File: src/hdl/bed_pkg.sv
// shared types, codes and helper functions for the button/encoder reporter
`timescale 1ns / 1ps

package bed_pkg;

  // widest button set the design supports
  localparam int MAX_BUTTONS = 16;

  // configuration register indexes
  localparam logic CFG_BUTTON_SETTLE  = 1'b0;
  localparam logic CFG_ENCODER_SETTLE = 1'b1;

  // command codes on the request byte
  localparam logic [7:0] REQ_NOP       = 8'd0;
  localparam logic [7:0] REQ_LOW_BYTE  = 8'd1;
  localparam logic [7:0] REQ_HIGH_BYTE = 8'd2;
  localparam logic [7:0] REQ_ENC_COUNT = 8'd3;
  localparam logic [7:0] REQ_CHECKSUM  = 8'd4;
  localparam logic [7:0] REQ_TEST      = 8'd5;
  localparam logic [7:0] REQ_APP       = 8'd6;
  localparam logic [7:0] REQ_BOOT1     = 8'd7;
  localparam logic [7:0] REQ_BOOT2     = 8'd8;

  // reply codes
  localparam logic [7:0] REPLY_NONE = 8'd0;
  localparam logic [7:0] REPLY_OK   = 8'd1;
  localparam logic [7:0] REPLY_FAIL = 8'd2;

  // debounced state seen by the command handler
  typedef struct packed {
    logic [MAX_BUTTONS-1:0] buttons;
    logic [7:0]             enc_count;
  } bed_status_t;

  // command handler result
  typedef struct packed {
    logic [7:0] reply;
    logic       boot;
    logic       enc_clear;
  } bed_cmd_res_t;

  // true when now is strictly later than the deadline, 16-bit wrap compare
  function automatic logic past_deadline(input logic [15:0] now,
                                         input logic [15:0] deadline);
    logic [15:0] diff;
    diff = deadline - now;
    return diff[15];
  endfunction

  // 2-bit gray code to binary
  function automatic logic [1:0] gray_to_binary(input logic [1:0] g);
    return {g[1], g[1] ^ g[0]};
  endfunction

endpackage

File: src/hdl/bed_button_lane.sv
// one button debounce lane: raw level, settle deadline, committed level
`timescale 1ns / 1ps

module bed_button_lane (
  input  logic        clk,
  input  logic        rst_n,
  input  logic        en,
  input  logic [15:0] now,
  input  logic [14:0] settle_ticks,
  input  logic        pin_n,
  output logic        commit,
  output logic        level
);

  logic        raw_r, raw_nxt;
  logic        pending_r, pending_nxt;
  logic        deb_r, deb_nxt;
  logic [15:0] deadline_r, deadline_nxt;
  logic        changed;
  logic        pending_now;

  // restart the deadline on any change, then check it against this sample
  always_comb begin
    raw_nxt      = ~pin_n;
    changed      = raw_nxt ^ raw_r;
    deadline_nxt = changed ? (now + {1'b0, settle_ticks}) : deadline_r;
    pending_now  = pending_r | changed;
    commit       = en & pending_now & bed_pkg::past_deadline(now, deadline_nxt);
    deb_nxt      = commit ? raw_nxt : deb_r;
    pending_nxt  = pending_now & ~commit;
  end

  // control state
  always_ff @(posedge clk) begin
    if (!rst_n) begin
      raw_r     <= 1'b0;
      pending_r <= 1'b0;
      deb_r     <= 1'b0;
    end else if (en) begin
      raw_r     <= raw_nxt;
      pending_r <= pending_nxt;
      deb_r     <= deb_nxt;
    end
  end

  // deadline only matters while pending
  always_ff @(posedge clk) begin
    if (en) begin
      deadline_r <= deadline_nxt;
    end
  end

  assign level = deb_r;

endmodule

File: src/hdl/bed_encoder_lane.sv
// quadrature encoder lane: code debounce and signed step count
`timescale 1ns / 1ps

module bed_encoder_lane (
  input  logic        clk,
  input  logic        rst_n,
  input  logic        en,
  input  logic        clear,
  input  logic [15:0] now,
  input  logic [14:0] settle_ticks,
  input  logic        pin_a_n,
  input  logic        pin_b_n,
  output logic        commit,
  output logic [7:0]  count
);

  logic [1:0]  code_r, code_nxt;
  logic [1:0]  last_r, last_nxt;
  logic        pending_r, pending_nxt;
  logic [15:0] deadline_r, deadline_nxt;
  logic [7:0]  count_r, count_nxt;
  logic        changed;
  logic        pending_now;
  logic        settled;
  logic [1:0]  cur_bin;
  logic [1:0]  prev_bin;

  // debounce the 2-bit code, then turn a single gray step into a count change
  always_comb begin
    code_nxt     = {~pin_b_n, ~pin_a_n};
    changed      = (code_nxt != code_r);
    deadline_nxt = changed ? (now + {1'b0, settle_ticks}) : deadline_r;
    pending_now  = pending_r | changed;
    settled      = en & pending_now & bed_pkg::past_deadline(now, deadline_nxt);
    cur_bin      = bed_pkg::gray_to_binary(code_nxt);
    prev_bin     = bed_pkg::gray_to_binary(last_r);
    pending_nxt  = pending_now & ~settled;
    last_nxt     = settled ? code_nxt : last_r;
    count_nxt    = count_r;
    commit       = 1'b0;
    if (settled) begin
      if (cur_bin == (prev_bin + 2'd1)) begin
        count_nxt = count_r - 8'd1;
        commit    = 1'b1;
      end else if (cur_bin == (prev_bin - 2'd1)) begin
        count_nxt = count_r + 8'd1;
        commit    = 1'b1;
      end
    end
  end

  // control state and count
  always_ff @(posedge clk) begin
    if (!rst_n) begin
      code_r    <= 2'd0;
      last_r    <= 2'd0;
      pending_r <= 1'b0;
      count_r   <= 8'd0;
    end else if (en) begin
      code_r    <= code_nxt;
      last_r    <= last_nxt;
      pending_r <= pending_nxt;
      count_r   <= count_nxt;
    end else if (clear) begin
      count_r   <= 8'd0;
    end
  end

  // deadline only matters while pending
  always_ff @(posedge clk) begin
    if (en) begin
      deadline_r <= deadline_nxt;
    end
  end

  assign count = count_r;

endmodule

File: src/hdl/bed_cmd.sv
// command byte handler: reads, checksum and boot-entry handshake
`timescale 1ns / 1ps

module bed_cmd (
  input  logic                 clk,
  input  logic                 rst_n,
  input  logic                 en,
  input  logic [7:0]           req,
  input  bed_pkg::bed_status_t status,
  output bed_pkg::bed_cmd_res_t res
);

  logic [7:0] checksum_r, checksum_nxt;
  logic       armed_r, armed_nxt;

  // decode the command
  always_comb begin
    res          = '0;
    checksum_nxt = checksum_r;
    armed_nxt    = 1'b0;
    case (req)
      bed_pkg::REQ_BOOT1: begin
        res.reply    = bed_pkg::REPLY_OK;
        checksum_nxt = 8'd0;
        armed_nxt    = 1'b1;
      end
      bed_pkg::REQ_BOOT2: begin
        res.boot     = armed_r;
        res.reply    = armed_r ? bed_pkg::REPLY_NONE : bed_pkg::REPLY_FAIL;
        checksum_nxt = 8'd0;
      end
      bed_pkg::REQ_LOW_BYTE: begin
        res.reply    = status.buttons[7:0];
        checksum_nxt = checksum_r ^ status.buttons[7:0];
      end
      bed_pkg::REQ_HIGH_BYTE: begin
        res.reply    = status.buttons[15:8];
        checksum_nxt = checksum_r ^ status.buttons[15:8];
      end
      bed_pkg::REQ_ENC_COUNT: begin
        res.reply     = status.enc_count;
        res.enc_clear = 1'b1;
        checksum_nxt  = checksum_r ^ status.enc_count;
      end
      bed_pkg::REQ_CHECKSUM: begin
        res.reply    = ~checksum_r;
        checksum_nxt = 8'd0;
      end
      bed_pkg::REQ_TEST: begin
        res.reply    = bed_pkg::REPLY_OK;
        checksum_nxt = 8'd0;
      end
      default: begin
        res.reply    = bed_pkg::REPLY_NONE;
        checksum_nxt = 8'd0;
      end
    endcase
  end

  // checksum and handshake state
  always_ff @(posedge clk) begin
    if (!rst_n) begin
      checksum_r <= 8'd0;
      armed_r    <= 1'b0;
    end else if (en) begin
      checksum_r <= checksum_nxt;
      armed_r    <= armed_nxt;
    end
  end

endmodule

File: src/hdl/button_encoder_debounce_spi_reporter.sv
// top level: button lanes, encoder lane, command handler and result register
//
//   channel | handshake            | payload
//   --------+----------------------+-------------------------------------------
//   in      | in_valid / in_stall  | command, button_pins, encoder pins, time,
//           |                      | request_byte
//   out     | out_valid / out_stall| reply_byte, change_irq, boot_request
//   cfg     | cfg_wr_en            | cfg_index, cfg_wdata
//
// One item per cycle unless stalled: every lane and the command decoder finish in the
// accept cycle, the result lands in a single output register in the cycle after.
// A new item is taken whenever the output register is empty or being drained.
// The critical path is the 16-bit deadline add and wrap compare in a lane.
// Synchronous active-low reset clears all debounce, count and handshake state
// and loads the settle registers with their defaults (1250 and 109 ticks).
`timescale 1ns / 1ps

module button_encoder_debounce_spi_reporter #(
  parameter int NUM_BUTTONS = 14
) (
  input  logic                   clk,
  input  logic                   rst_n,
  input  logic                   in_valid,
  output logic                   in_stall,
  input  logic                   in_command,
  input  logic [NUM_BUTTONS-1:0] in_button_pins,
  input  logic                   in_encoder_pin_a,
  input  logic                   in_encoder_pin_b,
  input  logic [15:0]            in_sample_time,
  input  logic [7:0]             in_request_byte,
  output logic                   out_valid,
  input  logic                   out_stall,
  output logic [7:0]             out_reply_byte,
  output logic                   out_change_irq,
  output logic                   out_boot_request,
  input  logic                   cfg_wr_en,
  input  logic                   cfg_index,
  input  logic [14:0]            cfg_wdata
);

  logic [14:0]            button_settle_r;
  logic [14:0]            encoder_settle_r;
  logic                   in_xfer;
  logic                   pin_en;
  logic                   cmd_en;
  logic [NUM_BUTTONS-1:0] btn_commit;
  logic [NUM_BUTTONS-1:0] btn_level;
  logic                   enc_commit;
  logic [7:0]             enc_count;
  logic                   irq;
  bed_pkg::bed_status_t   status;
  bed_pkg::bed_cmd_res_t  cmd_res;
  logic                   out_valid_r, out_valid_nxt;
  logic [7:0]             reply_r;
  logic                   irq_r;
  logic                   boot_r;

  // configuration registers
  always_ff @(posedge clk) begin
    if (!rst_n) begin
      button_settle_r  <= 15'd1250;
      encoder_settle_r <= 15'd109;
    end else if (cfg_wr_en) begin
      case (cfg_index)
        bed_pkg::CFG_BUTTON_SETTLE:  button_settle_r  <= cfg_wdata;
        bed_pkg::CFG_ENCODER_SETTLE: encoder_settle_r <= cfg_wdata;
        default: ;
      endcase
    end
  end

  // input transfer steering
  assign in_stall = out_valid_r & out_stall;
  assign in_xfer  = in_valid & ~in_stall;
  assign pin_en   = in_xfer & ~in_command;
  assign cmd_en   = in_xfer & in_command;

  // one debounce lane per button
  for (genvar i = 0; i < NUM_BUTTONS; i++) begin : g_lane
    bed_button_lane u_lane (
      .clk          (clk),
      .rst_n        (rst_n),
      .en           (pin_en),
      .now          (in_sample_time),
      .settle_ticks (button_settle_r),
      .pin_n        (in_button_pins[i]),
      .commit       (btn_commit[i]),
      .level        (btn_level[i])
    );
  end

  bed_encoder_lane u_enc (
    .clk          (clk),
    .rst_n        (rst_n),
    .en           (pin_en),
    .clear        (cmd_en & cmd_res.enc_clear),
    .now          (in_sample_time),
    .settle_ticks (encoder_settle_r),
    .pin_a_n      (in_encoder_pin_a),
    .pin_b_n      (in_encoder_pin_b),
    .commit       (enc_commit),
    .count        (enc_count)
  );

  // merge lane results
  assign irq              = (|btn_commit) | enc_commit;
  assign status.buttons   = bed_pkg::MAX_BUTTONS'(btn_level);
  assign status.enc_count = enc_count;

  bed_cmd u_cmd (
    .clk    (clk),
    .rst_n  (rst_n),
    .en     (cmd_en),
    .req    (in_request_byte),
    .status (status),
    .res    (cmd_res)
  );

  // output register
  assign out_valid_nxt = in_xfer | (out_valid_r & out_stall);

  always_ff @(posedge clk) begin
    if (!rst_n) begin
      out_valid_r <= 1'b0;
    end else begin
      out_valid_r <= out_valid_nxt;
    end
  end

  always_ff @(posedge clk) begin
    if (in_xfer) begin
      reply_r <= in_command ? cmd_res.reply : bed_pkg::REPLY_NONE;
      irq_r   <= ~in_command & irq;
      boot_r  <= in_command & cmd_res.boot;
    end
  end

  assign out_valid        = out_valid_r;
  assign out_reply_byte   = reply_r;
  assign out_change_irq   = irq_r;
  assign out_boot_request = boot_r;

  // a transfer in always leaves a result waiting
  a_xfer_fills: assert property (@(posedge clk) disable iff (!rst_n)
    in_xfer |=> out_valid_r)
    else $error("accepted item produced no result");

  // a boot request carries a zero reply and no interrupt
  a_boot_clean: assert property (@(posedge clk) disable iff (!rst_n)
    out_valid_r && out_boot_request |-> out_reply_byte == 8'd0 && !out_change_irq)
    else $error("boot request with reply or irq");

  // an interrupt only comes from a pin sample, which has no reply
  a_irq_clean: assert property (@(posedge clk) disable iff (!rst_n)
    out_valid_r && out_change_irq |-> out_reply_byte == 8'd0)
    else $error("irq together with a reply");

  // lanes only commit on a pin sample transfer
  a_commit_gated: assert property (@(posedge clk) disable iff (!rst_n)
    (|btn_commit) || enc_commit |-> pin_en)
    else $error("lane commit outside a pin sample");

endmodule
File: config.mk
export PLATFORM = sky130hd
export DESIGN_NAME = button_encoder_debounce_spi_reporter
export DESIGN_NICKNAME = d
export VERILOG_FILES = /design/src/hdl/bed_pkg.sv /design/src/hdl/bed_button_lane.sv /design/src/hdl/bed_encoder_lane.sv /design/src/hdl/bed_cmd.sv /design/src/hdl/button_encoder_debounce_spi_reporter.sv
export SDC_FILE = /design/constraint.sdc
export NUM_CORES = 1
export LEC_CHECK = 0
export ABC_AREA = 1
export BUFFER_PORTS_ARGS = -buffer_cell sky130_fd_sc_hd__buf_2
export CAP_MARGIN = 20
export CORE_MARGIN = 2
export CORE_UTILIZATION = 50
export CTS_CLUSTER_DIAMETER = 40
export DETAILED_ROUTE_END_ITERATION = 10
export PLACE_DENSITY = 0.65
export SYNTH_ARGS = -nofsm -noshare
export SYNTH_HDL_FRONTEND = slang
export SYNTH_SLANG_ARGS = --single-unit
export TNS_END_PERCENT = 50
File: constraint.sdc
create_clock -name clk -period 10 [get_ports clk]
set_input_delay 1 -clock clk [delete_from_list [all_inputs] [get_ports clk]]
set_output_delay 1 -clock clk [all_outputs]
set_load 0.03 [all_outputs]
After elaboration in Yosys (flattened, before gate mapping)
Index checks and enable logic that the tools add are counted.

$add $sub $neg: 21. Multiply operators: 0. Eq/ne operators: 12. Div/mod/pow operators: 0. Multiplexer cells: 29. Shift operators: 0. Reduce and logical (&&, ||, !) cells: 21. Magnitude comparators: 0. Bitwise operators: 123.

Operator list (count): $mux W16 (15); $sub A16 B16 Y16 (15); $and A1 B1 Y1 (52); $pmux W8 S6 (1); $mux W8 (5); $not A1 Y1 (34); $reduce_and A2 Y1 (17); $add A16 B15 Y16 (2); $eq A8 B3 Y1 const B (3); $pmux W8 S3 (1); $or A1 B1 Y1 (17); $eq A8 B2 Y1 const B (2); $xor A1 B1 Y1 (16); $xor A8 B8 Y8 (2); $reduce_or A14 Y1 (1); $add A8 B1 Y8 const B (1); $eq A8 B1 Y1 const B (1); $eq A8 B4 Y1 const B (1); $not A8 Y8 (1); $sub A8 B1 Y8 const B (1); $xor A8 B6 Y8 (1); $mux W1 (6); $eq A2 B2 Y1 (2); $ne A3 B1 Y1 const B (1); other kinds (8) (8).

Output and inout bits: 12. Word-level logic and storage cells: 275. Input port bits: 62. Register bits after elaboration: 345. ROM bits: 0. Memories kept: 0. Bits in latches: 0. Memory bits (writable): 0.

Logic depth before layout (Yosys ltp)
Gate-level depths: netlist (run 1).

Depth after elaboration: 9. Depth in mapped cells: 29. Mapped depth without buffers: 28.

Modules after synthesis
From an unflattened synthesis (run 1), not the netlist that was laid out.

Cell total of the unflattened synthesis: 4326. Area, all modules: 32801.5 µm².

By module, submodules not included: bed_button_lane (g_lane[11].u_lane ...) (instances 6, area each 1990.7 µm², cells an instance 258, sequential area each 540.5 µm²); bed_button_lane (g_lane[0].u_lane ...) (instances 3, area each 1943.1 µm², cells an instance 255, sequential area each 540.5 µm²); bed_button_lane (g_lane[8].u_lane ...) (instances 2, area each 1975.6 µm², cells an instance 258, sequential area each 540.5 µm²); bed_encoder_lane (instances 1, area each 2643.8 µm², cells an instance 368, sequential area each 740.7 µm²); bed_button_lane (g_lane[7].u_lane) (instances 1, area each 2003.2 µm², cells an instance 268, sequential area each 540.5 µm²); bed_button_lane (g_lane[1].u_lane) (instances 1, area each 1989.4 µm², cells an instance 258, sequential area each 540.5 µm²); bed_button_lane (g_lane[10].u_lane) (instances 1, area each 1934.4 µm², cells an instance 262, sequential area each 540.5 µm²); button_encoder_debounce_spi_reporter (instances 1, area each 1621.6 µm², cells an instance 187, sequential area each 920.9 µm²); bed_cmd (instances 1, area each 884.6 µm², cells an instance 154, sequential area each 180.2 µm²).

Worst setup path before layout (run 1)
OpenSTA, ideal clock, no wires.

Path kind: in2reg. Start point: input port out_stall. End point: register g_lane[0].u_lane.raw_r. Buffers on the path: 2. Path slack: 0.258 ns. Stages: 8. Setup time: 0.423 ns. Required time: 9.577 ns. Arrival time: 9.319 ns. Path through: nand2_1 > inv_1 > nor2_1 > inv_1 > nor2_2 > buf_2 > clkbuf_1 > a21oi_1.

Longest elaborated chain between the ends: 4.

Ends and longest elaborated chain: start, declared (line button_encoder_debounce_spi_reporter.sv:32) `input logic out_stall,`; $and A1 B1 Y1 (line button_encoder_debounce_spi_reporter.sv:73) `assign in_stall = out_valid_r & out_stall;`; net in_stall (line button_encoder_debounce_spi_reporter.sv:24) `output logic in_stall,`; $not A1 Y1 (line button_encoder_debounce_spi_reporter.sv:74) `assign in_xfer = in_valid & ~in_stall;`; $and A1 B1 Y1 (line button_encoder_debounce_spi_reporter.sv:74); net in_xfer (line button_encoder_debounce_spi_reporter.sv:43) `logic in_xfer;`; $and A1 B1 Y1 (line button_encoder_debounce_spi_reporter.sv:75) `assign pin_en = in_xfer & ~in_command;`; net g_lane[0].u_lane.en (line bed_button_lane.sv:7) `input logic en,`; end signal, assigned (line bed_button_lane.sv:40) `raw_r <= raw_nxt;`; end, declared (line bed_button_lane.sv:15) `logic raw_r, raw_nxt;`.

The timed path passes the listed nets, and every way through them passes these cells. A chain may end at the register's enable or synchronous reset.

Worst setup path in the final report (run 1)
Start point: input port in_sample_time[0]. End point: register irq_r (netlist: out_change_irq), data pin.

Longest elaborated chain between the ends: 7. Elaborated cells on any way between the ends: 51. Those cells by class: 17 x add/sub; 16 x mux; 17 x bitwise; 1 x reduce/logical.

Ends and longest elaborated chain: start, declared (line button_encoder_debounce_spi_reporter.sv:29) `input logic [15:0] in_sample_time,`; $add A16 B15 Y16 (line bed_button_lane.sv:26) `deadline_nxt = changed ? (now + {1'b0, settle_ticks}) : deadline_r;`; $mux W16 (line bed_button_lane.sv:26); net g_lane[11].u_lane.deadline_nxt[10] (line bed_button_lane.sv:18) `logic [15:0] deadline_r, deadline_nxt;`; $sub A16 B16 Y16 (line bed_pkg.sv:46) `diff = deadline - now;`; $and A1 B1 Y1 (line bed_button_lane.sv:28) `commit = en & pending_now & bed_pkg::past_deadline(now, deadline_nxt);`; $reduce_or A14 Y1 (line button_encoder_debounce_spi_reporter.sv:106) `assign irq = (|btn_commit) | enc_commit;`; $or A1 B1 Y1 (line button_encoder_debounce_spi_reporter.sv:106); $and A1 B1 Y1 (line button_encoder_debounce_spi_reporter.sv:133) `irq_r <= ~in_command & irq;`; end signal, assigned (line button_encoder_debounce_spi_reporter.sv:133); end, declared (line button_encoder_debounce_spi_reporter.sv:55) `logic irq_r;`.

The timed path passes the listed nets, and every way through them passes these cells.

==> impl_metrics.py, run 1 <==
metrics = {
    "logic_synthesis": {
        "synth_area_leader_cell": "edfxtp_1",
        "synth-adder-area-share_pct": 14.5,
        "ys_ff_latch": 345,
        "synth_simple_gate_area_share_pct": 22.0,
        "synth_edf_count": 250,
        "avgSynthCellArea_um2": 8.38,
        "yosys-top-cells-area": "edfxtp_1 (35%), ha_1 (14%), nand2_1 (13%)",
        "synth.most_common_cell": "nand2_1",
        "synth_top_family_by_area": "simple AND/OR/NAND/NOR gates",
        "yosys_most_used_dff": "edfxtp_1",
        "synth_nets": 2897,
        "muxShareOfSynthArea_pct": 0,
        "ys_types": 54,
        "synth_top_area_share_pct": 34.6,
        "synth_area_um2": 21700,
        "synth_cells": 2586,
        "synth_compound_area_share_pct": 13.3,
        "ys_warn_count": 0,
        "synth-async-reset-ratio_pct": 0,
        "synth_common_cells": "nand2_1 (762), edfxtp_1 (250), o21ai_0 (250), ha_1 (246), a21oi_1 (198)",
        "ys_seq_area_share_pct": 43.4,
        "synthXorXnorAreaFrac_pct": 1.61,
    },
    "global_routing": {
        "grt_util_met1_pct": 37.6,
        "grt_overflow_total": 0,
        "met3_usage_pct": 5.42,
        "grt_pass1_wl_mm": 98.3,
        "grt_pass1_vias": 17800,
        "busiest_layer": "met2",
        "grtUsageMet2_pct": 46.2,
        "grt_max_degree": 179,
        "grt_use_total_pct": 28.5,
        "grt_antenna_before_repair": 1,
    },
    "critical_path": {
        "cp_data_arrival_time_ns": 5.56,
        "worst_path_most_repeated_cell": "nand2_1",
        "crit_path_end_kind": "flip-flop",
        "slowest_delay_ns": 0.77,
        "cp-start-kind": "primary input",
        "crit_slowest_cell": "xor2_2",
        "worstPathMaxFanout": 16,
        "critPathKind": "primary input to flip-flop",
        "ff2ff_setup_slack_ns": 5.25,
        "r2r-end": "out_change_irq$_DFFE_PP_",
        "worstPathRequired_ns": 10.37,
        "reg2reg_from": "button_settle_r[0]$_SDFFE_PN0P_",
        "reg2reg_depth": 23,
        "path_cells": "buf_2 -> ha_1 -> fa_1 -> nand3_1 -> nand2_1 -> nand2_1 -> nand2_1 -> a21oi_2 -> o21a_1 -> o21a_4 -> xor2_2 -> o21ai_0 -> ha_1 -> nand2_1 -> o21ai_0 -> nand4_1 -> nand3_1 -> inv_1 -> nand2_1 -> nand3_1 -> nand3_1 -> nand4_1 -> nor2_1 -> nand2_1",
    },
    "min_path": {
        "holdPathEnd": "g_lane[11].u_lane.pending_r$_SDFFE_PN0P_",
        "hold_depth": 2,
        "holdCritStartpoint": "g_lane[11].u_lane.pending_r$_SDFFE_PN0P_",
        "hold_path_class": "flip-flop to flip-flop",
    },
    "place": {
        "gp_congestion": 0.888,
        "place_area_um2": 22600,
        "portBuffers": 73,
        "dp_hpwl_mm": 43.1,
    },
    "route": {
        "wire_per_inst_um": 19.4,
        "firstDrtPassIters": 6,
        "vias": 18600,
        "drc": 0,
        "vias_per_cell": 5.67,
        "drtIter0Drc": 1631,
        "ant_nets": 0,
        "wirelength_mm": 63.5,
    },
    "timing": {
        "period_needed_ns": 5.19,
        "drv_slew": 0,
        "fin_worst_skew_ns": 0.0287,
        "finalCritPeriodShare_pct": 51.9,
        "worst_pin_slew_ns": 1.15,
        "tns_ns": 0,
        "setup_viol": 0,
        "rsz0062_at_grt": "no",
        "slew_headroom_pct": 23.1,
        "finalHoldViolCount": 0,
        "max_freq_ghz": 0.193,
    },
    "floorplanning": {
        "die_x_um": 212,
        "die_h_um": 212,
        "ios": 74,
        "core_um2": 42900,
        "start_util_pct": 50.5,
        "num_rows": 76,
        "die-area_um2": 45000,
    },
    "run": {
        "cap_violations": 0,
    },
    "clock_network": {
        "cts-root-buf": "clkbuf_16",
        "path_clk_slew_ns": 0.06,
        "cts_buffers": 57,
        "htreeDepth": 2,
        "clockBufferDepth": 3,
        "holdBufCountCts": 0,
        "cts_resized": 0,
        "cts_setup_buffers": 0,
        "clock_sinks": 345,
        "cts_tree": "built",
        "clock_latency_ns": 0.62,
    },
    "pwr": {
        "power_uw": 4860,
        "p_leak_uw": 0.0110,
        "p_per_area_nw_per_um2": 198,
        "peakVddDrop_mv": 0.133,
    },
    "run_status": {
        "status": "completed",
    },
    "layout": {
        "fin_nets": 2958,
        "nFillCells": 3836,
        "diodes": 0,
        "final_cell_area_um2": 24600,
        "drive_gt1_share_pct": 10.2,
        "synthToLayoutAreaGrowth_pct": 13.5,
    },
}
-- area by class of cell --
type	count	area [um2]	share of cell area, %
Inverter	190	713	2.90
Multi-Input combinational cell	1958	11200	45.6
Clock inverter	38	305	1.24
Clock buffer	70	1620	6.60
Sequential cell	345	9410	38.3
Timing Repair Buffer	95	591	2.40
Tap cell	585	732	2.98
-- how the worst max path moves through the flow --
stage,startpoint,to,slack (ns),cells after the start
finish,in_sample_time[0],out_change_irq$_DFFE_PP_,4.81,24
global route,in_sample_time[0],out_change_irq$_DFFE_PP_,4.55,24
CTS,in_sample_time[0],out_change_irq$_DFFE_PP_,4.86,24
detailed placement,in_sample_time[0],out_change_irq$_DFFE_PP_,4.27,23
global placement,in_sample_time[0],out_change_irq$_DFFE_PP_,4.40,26
floorplan,out_stall,g_lane[0].u_lane.raw_r$_SDFFE_PN0P_,0.26,8
-- flip-flops by register name, summed over array words and instances (netlist names), 8 cells and up --
register and flops:
g_lane.u_lane.deadline_r 224, button_settle_r 15, u_cmd.checksum_r 8, u_enc.count 8, u_enc.deadline_r 16, encoder_settle_r 15
g_lane.u_lane.level 14, out_reply_byte 8, g_lane.u_lane.raw_r 14, g_lane.u_lane.pending_r 14
-- kinds of logic (layout without fill, tap and decap cells) --
group | Yosys count | in the layout
AOI/OAI and AO/OA | 532 | 532
xor gates and xnor gates | 39 | 39
adders and majority gates | 249 | 249
buffers and inverters | 283 | 393
DFF | 345 | 345
and+or+nand+nor | 1138 | 1138
-- worst max-delay path: cells and delay by family --
| family | cells | cell delay [ns] |
|---|---|---|
| adders and majority gates | 3 | 1.09 |
| xor gates and xnor gates | 1 | 0.77 |
| and+or+nand+nor | 13 | 1.32 |
| buffers and inverters | 2 | 0.30 |
| AOI/OAI and AO/OA | 5 | 1.06 |
-- where the power goes --
part           leakage [uW]  switching [uW]  internal, uW  total, uW
combinational       0.00687             811           377       1190
clock              0.000947             758          1190       1950
sequential          0.00314            36.6          1680       1720
-- routing by layer --
| layer | share of wire [%] | vias to the layer above |
|---|---|---|
| li1 | - | 9037 |
| met2 | 46 | 671 |
| met3 | 7.6 | 159 |
| met1 | 43 | 8746 |
| met4 | 4.2 | 0 |
| met5 | 0 | - |
-- cell usage in the layout (no fill, tap or decap), types with 18 or more instances in the layout --
master and instances:
nor3_1 19, o21ai_0 250, nand3_1 139, nand2_1 762
o211ai_1 31, buf_4 18, nor2_1 127, or2_2 48
dfxtp_1 95, buf_2 73, a21oi_1 198, inv_1 186
xor2_1 18, edfxtp_1 250, clkbuf_16 63, ha_1 246
-- stage by stage --
step,hold slack [ns],utilization [%],worst slack (ns),instances
after floorplan,0.427,-,0.258,2586
after global placement,0.446,52.7,4.40,3170
after detailed placement,0.452,52.7,4.27,3170
after CTS,0.461,57.2,4.86,3278
after global routing,0.479,57.3,4.55,3281
final,0.460,57.3,4.81,3281
Power figures use the tool's default switching activity.
==> run 2, diff against run 1 <==
Settings changed: ABC_AREA 1 to 0, PLACE_DENSITY 0.65 to 0.62.
Clock period 10 ns to 5.2 ns, I/O delays scaled along.
==> impl_metrics.py, run 2 <==
metrics = {
    "logic_synthesis": {
        "synth_cells": 2159,
        "yosys-top-cells-area": "edfxtp_1 (36%), ha_1 (15%), dfxtp_1 (9.0%)",
        "avgSynthCellArea_um2": 9.79,
        "synth_area_um2": 21100,
        "ys_ff_latch": 345,
        "synth_top_area_share_pct": 35.5,
        "synth_area_leader_cell": "edfxtp_1",
        "ys_seq_area_share_pct": 44.5,
        "synth_edf_count": 250,
        "synth_nets": 2470,
        "synth-async-reset-ratio_pct": 0,
        "yosys_most_used_dff": "edfxtp_1",
        "ys_types": 79,
        "ys_warn_count": 0,
        "synth.most_common_cell": "nand2_1",
        "synth_common_cells": "nand2_1 (380), o21ai_0 (254), edfxtp_1 (250), ha_1 (246), a21oi_1 (145)",
    },
    "timing": {
        "setup_viol": 0,
        "worst_pin_slew_ns": 1.13,
        "slew_headroom_pct": 24.7,
        "finalHoldViolCount": 0,
        "max_freq_ghz": 0.202,
        "rsz0062_at_grt": "no",
        "drv_slew": 0,
        "finalCritPeriodShare_pct": 95.3,
        "period_needed_ns": 4.96,
        "fin_worst_skew_ns": 0.0224,
    },
    "pwr": {
        "p_leak_uw": 0.0106,
        "power_uw": 10400,
        "peakVddDrop_mv": 0.307,
        "p_per_area_nw_per_um2": 406,
    },
    "route": {
        "wirelength_mm": 62.7,
        "wire_per_inst_um": 21.3,
        "vias_per_cell": 5.98,
        "drc": 0,
        "routed.top_layer": "met4",
        "ant_nets": 0,
        "firstDrtPassIters": 5,
        "dr_wl_met2_mm": 29.1,
        "vias": 17600,
        "met3_length_mm": 3.98,
        "drtIter0Drc": 1246,
        "met1Wirelength_mm": 26.7,
    },
    "critical_path": {
        "crit_slowest_cell": "fa_1",
        "reg2reg_depth": 23,
        "worstSetupEndpoint": "out_change_irq$_DFFE_PP_",
        "crit_path_end_kind": "flip-flop",
        "worstPathMaxFanout": 11,
        "cp.depth": 23,
        "r2r-end": "out_change_irq$_DFFE_PP_",
        "ff2ff_setup_slack_ns": 0.24,
        "cp_data_arrival_time_ns": 5.29,
        "slowest_delay_ns": 0.41,
        "path_cells": "ha_1 -> fa_1 -> a21o_1 -> a21oi_2 -> nor2b_1 -> o21ai_2 -> a21oi_1 -> a211o_1 -> a31oi_1 -> xor2_1 -> buf_6 -> o21ai_0 -> ha_1 -> and4_1 -> nand2_1 -> a2111oi_1 -> nor3b_1 -> buf_4 -> xnor3_1 -> o22ai_1 -> a21oi_1 -> nand4_1 -> nand4bb_1",
        "critPathLaunch": "button_settle_r[0]$_SDFFE_PN0P_",
        "critPathKind": "flip-flop to flip-flop",
        "critPathTopFamily": "compound AO/OA/AOI/OAI gates",
        "reg2reg_from": "button_settle_r[0]$_SDFFE_PN0P_",
        "cp-start-kind": "flip-flop",
        "worstPathRequired_ns": 5.53,
        "worst-path-buf-inv": 2,
    },
    "floorplanning": {
        "die_h_um": 210,
        "core_um2": 41900,
        "num_rows": 75,
        "die_x_um": 210,
        "start_util_pct": 50.5,
        "ios": 74,
        "die-area_um2": 43900,
    },
    "clock_network": {
        "clockBufferDepth": 3,
        "cts_buffers": 66,
        "clock_latency_ns": 0.60,
        "holdBufCountCts": 0,
        "cts-root-buf": "clkbuf_16",
        "cts_setup_buffers": 0,
        "htreeDepth": 3,
        "cts_tree": "built",
        "clock_sinks": 345,
        "path_clk_slew_ns": 0.05,
    },
    "min_path": {
        "hold_path_class": "primary input to flip-flop",
        "holdCritStartpoint": "cfg_wdata[6]",
    },
    "place": {
        "gp_congestion": 0.876,
        "portBuffers": 73,
        "dp_cells": 2823,
        "dp_hpwl_mm": 43.5,
    },
    "global_routing": {
        "grt_overflow_total": 0,
        "grt_use_total_pct": 28.7,
        "grt_pass1_wl_mm": 96.5,
        "grt_antenna_before_repair": 1,
        "grt_pass1_vias": 17300,
        "grt_max_degree": 128,
    },
    "run": {
        "cap_violations": 0,
    },
    "layout": {
        "top_regs": "g_lane.u_lane.deadline_r x224, u_enc.deadline_r x16",
        "diodes": 0,
        "largest_reg_flops": 224,
        "final_common_cell": "nand2_1",
        "drive_gt1_share_pct": 17.0,
        "layout.cells.non_filler": 2944,
        "fin_nets": 2664,
        "synthToLayoutAreaGrowth_pct": 21.1,
        "top_register": "g_lane.u_lane.deadline_r",
        "final_cell_mix": "nand2_1 (379), edfxtp_1 (250), o21ai_0 (246), ha_1 (246), buf_4 (144)",
    },
    "run_status": {
        "status": "completed",
    },
}
## run 2: changes by cell type after synthesis, sizes merged, moves of 17 or more
cell,change
o211ai,-17
mux2i,+23
and3,+18
or2,-45
nor2,-37
a21oi,-54
a21o,+31
nand2,-387
a211oi,+33
mux2,+22
o21a,+18
nand3,-95
xnor2,+32
inv,-144
## run 2: worst min-delay path by stage
stage	end	slack [ns]	cells past startpoint
finish	encoder_settle_r[6]$_SDFFE_PN1P_	0.16	3
global route	encoder_settle_r[6]$_SDFFE_PN1P_	0.16	3
CTS	encoder_settle_r[6]$_SDFFE_PN1P_	0.13	3
detailed placement	encoder_settle_r[12]$_SDFFE_PN0P_	0.45	2
global placement	encoder_settle_r[14]$_SDFFE_PN0P_	0.45	2
floorplan	g_lane[2].u_lane.level$_SDFFE_PN0P_	0.44	2
## run 2: kinds of logic after synthesis
| logic type | share of synthesized area (%) |
|---|---|
| compound gates | 18.1 |
| buf+inv | 2.62 |
| simple gates | 14.0 |
| fa+ha+maj | 14.8 |
| mux | 2.28 |
| xor+xnor | 3.61 |
| flops | 44.5 |
## run 2: stage by stage
stage	setup slack (ns)	util (%)	hold WS [ns]	cell area (um2)	TNS [ns]
after CTS	0.000952	60.9	0.133	25500	0
final	0.242	61.1	0.164	25600	0
after detailed placement	-0.470	55.2	0.453	23100	-5.49
after global placement	-0.399	55.2	0.448	23100	-3.29
after floorplan	0.158	-	0.436	21100	0
after global routing	0.00282	61.1	0.165	25600	0
## run 2: per-layer routing
metal  vias to the layer above  GRT usage (%)
met3                       171           5.64
met5                         -              0
met1                      8476           37.4
met4                         0           13.3
met2                       527           46.2
li1                       8423              -
## run 2: worst reg2reg max path, stage by stage, from the launching register on
cell       delay (ns)
dfxtp_1          0.32
ha_1             0.22
fa_1             0.41
a21o_1           0.21
a21oi_2          0.17
nor2b_1          0.07
o21ai_2          0.13
a21oi_1          0.12
a211o_1          0.27
a31oi_1          0.20
xor2_1           0.21
buf_6            0.21
o21ai_0          0.14
ha_1             0.31
and4_1           0.22
nand2_1          0.06
a2111oi_1        0.31
nor3b_1          0.10
buf_4            0.19
xnor3_1          0.20
o22ai_1          0.13
a21oi_1          0.19
nand4_1          0.11
nand4bb_1        0.19
## run 2: area by class of cell
cell class	count	area [um2]
clock buffers	74	1730
clock inverters	46	597
fillers	3502	16300
inverters	45	176
multi-input cells	1669	11400
flip-flops and latches	345	9410
well taps	539	674
repair buffers	226	1610
## run 2: repair_timing
action,in CTS,in global routing
setup endpoints to repair,4,22
resized for setup,5,31
pin swaps,0,4
cloned,0,0
## run 2: where the power goes
group	switching (uW)	total, uW	leakage, uW	internal, uW
sequential	76.9	3320	0.00313	3250
clock	1540	4510	0.00112	2970
combinational	1550	2570	0.00633	1020
==> run 3, diff against run 2 <==
Settings changed: SYNTH_HIERARCHICAL from default to 1.
==> impl_metrics.py, run 3 <==
metrics = {
    "run_status": {
        "status": "completed",
    },
    "place": {
        "dp_slack_ns": -0.652,
        "portBuffers": 73,
        "gp_congestion": 0.924,
        "dp_hpwl_mm": 67.6,
    },
    "pwr": {
        "p_int_uw": 8640,
        "p_switching_uw": 4210,
        "power_frac_comb_pct": 28.8,
        "p_per_area_nw_per_um2": 341,
        "p_leak_uw": 0.0169,
        "pwr-share-seq_pct": 26.6,
        "peakVddDrop_mv": 0.256,
        "pwr-share-clk_pct": 44.6,
        "swShare_pct": 32.8,
    },
    "route": {
        "vias_per_cell": 5.92,
        "vias": 28200,
        "ant_nets": 0,
        "drtIter0Drc": 1970,
        "wire_per_inst_um": 20.2,
        "drc": 0,
        "firstDrtPassIters": 5,
        "wirelength_mm": 96.2,
    },
    "critical_path": {
        "worst-path-buf-inv": 2,
        "slowest_delay_ns": 0.39,
        "reg2reg_from": "encoder_settle_r[0]$_SDFFE_PN1P_",
        "reg2reg_depth": 22,
        "crit_path_end_kind": "flip-flop",
        "r2r-end": "out_change_irq$_DFFE_PP_",
        "critPathTopFamily": "simple AND/OR/NAND/NOR gates",
        "critPathKind": "flip-flop to flip-flop",
        "cp_data_arrival_time_ns": 5.36,
        "crit_slowest_cell": "fa_1",
        "cp-start-kind": "flip-flop",
        "ff2ff_setup_slack_ns": 0.20,
        "path_cells": "ha_1 -> fa_1 -> a21o_1 -> a21oi_2 -> o21a_1 -> nor3_1 -> a31o_2 -> a2111oi_4 -> buf_4 -> nor4_1 -> nor3_1 -> ha_1 -> a21oi_1 -> o21ai_0 -> or3_1 -> or3_1 -> nand3_2 -> xor2_2 -> nor2_2 -> nor4_2 -> buf_4 -> a41oi_2",
        "worstPathRequired_ns": 5.56,
        "worstPathMaxFanout": 3,
    },
    "floorplanning": {
        "start_util_pct": 50.7,
        "die_h_um": 255,
        "die_x_um": 255,
        "ios": 74,
        "num_rows": 91,
        "core_um2": 61900,
        "die-area_um2": 64800,
    },
    "logic_synthesis": {
        "yosys_most_used_dff": "edfxtp_1",
        "synth_edf_count": 250,
        "synth_common_cells": "ha_1 (441), nand2_1 (433), inv_1 (358), edfxtp_1 (250), a21oi_1 (247)",
        "ys_ff_latch": 345,
        "synth_area_um2": 31400,
        "synth.most_common_cell": "ha_1",
        "synth_cells": 3576,
        "synth_top_area_share_pct": 23.9,
        "avgSynthCellArea_um2": 8.78,
        "synth-async-reset-ratio_pct": 0,
        "yosys-top-cells-area": "edfxtp_1 (24%), ha_1 (18%), dfxtp_1 (6.1%)",
        "ys_warn_count": 6,
        "ys_types": 99,
        "ys_seq_area_share_pct": 30.0,
        "synth_area_leader_cell": "edfxtp_1",
    },
    "timing": {
        "setup_viol": 0,
        "fin_worst_skew_ns": 0.0375,
        "max_freq_ghz": 0.200,
        "slew_headroom_pct": 27.9,
        "worst_pin_slew_ns": 1.08,
        "period_needed_ns": 5.00,
        "hold_ws_ns": 0.106,
        "drv_slew": 0,
        "timing.final.ws_setup_ns": 0.205,
        "finalHoldViolCount": 0,
        "finalCritPeriodShare_pct": 96.1,
    },
    "layout": {
        "synthToLayoutAreaGrowth_pct": 19.9,
        "drive_gt1_share_pct": 14.5,
        "largest_reg_flops": 224,
        "final_cell_mix": "ha_1 (441), nand2_1 (431), inv_1 (358)",
        "final_common_cell": "ha_1",
        "top_regs": "g_lane.u_lane/deadline_r x224, u_enc/deadline_r x16",
        "top_register": "g_lane.u_lane/deadline_r",
        "diodes": 0,
        "fin_nets": 4373,
    },
    "clock_network": {
        "cts_tree": "built",
        "path_clk_slew_ns": 0.05,
        "cts_buffers": 82,
        "htreeDepth": 3,
        "clock_latency_ns": 0.64,
        "clockBufferDepth": 3,
        "holdBufCountCts": 0,
        "clock_sinks": 345,
        "cts-root-buf": "clkbuf_16",
    },
    "run": {
        "cap_violations": 0,
    },
    "min_path": {
        "holdCritStartpoint": "cfg_wdata[7]",
        "hold_path_class": "primary input to flip-flop",
        "hold_depth": 3,
        "holdPathEnd": "button_settle_r[7]$_SDFFE_PN1P_",
    },
    "global_routing": {
        "grt_pass1_wl_mm": 149,
        "grt_use_total_pct": 29.5,
        "grt_overflow_total": 0,
        "grt_antenna_before_repair": 2,
        "grt_pass1_vias": 27400,
        "grt_max_degree": 139,
    },
}
==> run 3: power by group through the flow <==
stage	clock network, uW	logic [uW]	registers (uW)
2_1_floorplan	0	2500	3420
3_3_place_gp	0	3480	3460
3_5_place_dp	0	3590	3470
4_1_cts	5820	3620	3420
5_1_grt	5960	4120	3440
6_report	5730	3700	3420
==> run 3: layout make-up <==
cell class              instances  area [um2]
clock buffers                  96        2220
repair buffers                267        2170
well taps                     837        1050
inverters                     359        1350
multi-input cells            2799       20600
flip-flops and latches        345        9420
fillers                      5366       24300
clock inverters                58         857
==> run 3: cells by family after synthesis <==
family | share of synthesized area, %
flip-flops | 30.0
multiplexers | 1.88
XOR/XNOR | 5.88
AO/OA/AOI/OAI | 22.2
buffers and inverters | 5.52
other | 0.0119
adder cells (fa/ha/maj) | 18.6
AND/OR/NAND/NOR | 16.0
==> run 3: worst max path at each step <==
| stage | depth (start not counted) | slack (ns) | to | from |
|---|---|---|---|---|
| floorplan | 7 | -1.21 | out_change_irq$_DFFE_PP_ | out_stall |
| global placement | 23 | -0.55 | out_change_irq$_DFFE_PP_ | in_sample_time[0] |
| detailed placement | 23 | -0.65 | out_change_irq$_DFFE_PP_ | in_sample_time[0] |
| CTS | 23 | 0.06 | out_change_irq$_DFFE_PP_ | button_settle_r[0]$_SDFFE_PN0P_ |
| global route | 23 | -0.05 | out_change_irq$_DFFE_PP_ | button_settle_r[0]$_SDFFE_PN0P_ |
| finish | 22 | 0.20 | out_change_irq$_DFFE_PP_ | encoder_settle_r[0]$_SDFFE_PN1P_ |
==> run 3: worst reg2reg max path, stage by stage, from the launching register on <==
cell and delay [ns]:
dfxtp_1 0.33, ha_1 0.22, fa_1 0.39, a21o_1 0.20
a21oi_2 0.15, o21a_1 0.14, nor3_1 0.06, a31o_2 0.29
a2111oi_4 0.30, buf_4 0.16, nor4_1 0.04, nor3_1 0.25
ha_1 0.31, a21oi_1 0.15, o21ai_0 0.11, or3_1 0.34
or3_1 0.33, nand3_2 0.10, xor2_2 0.18, nor2_2 0.09
nor4_2 0.32, buf_4 0.18, a41oi_2 0.09
==> run 3: what timing repair did <==
action / 4_1_cts / 5_1_grt
endpoints found under the setup margin: 1 / 2
cloned: 0 / 1
setup buffers: 0 / 7
pin swaps: 0 / 11
gates resized for setup: 1 / 41
==> run 3: layer usage <==
layer  global-route usage, %  part of all wire, %  vias to the layer above
met2                    48.2                   45                      870
met1                    39.6                   45                    13500
met3                    3.88                  6.3                      179
li1                        -                    -                    13700
met5                       0                0.012                        -
met4                    11.5                  3.8                        2
==> run 3: metrics by stage <==
step	total power, uW	instance area, um2	cells	utilization (%)	setup TNS (ns)
2_1_floorplan	5930	31500	3577	-	-128.72
6_report	12900	37700	4761	60.8	0
5_1_grt	13500	37700	4761	60.8	-0.0532
4_1_cts	12900	37400	4753	60.3	0
3_3_place_gp	6940	34300	4599	55.3	-1.26
3_5_place_dp	7060	34300	4599	55.3	-1.72
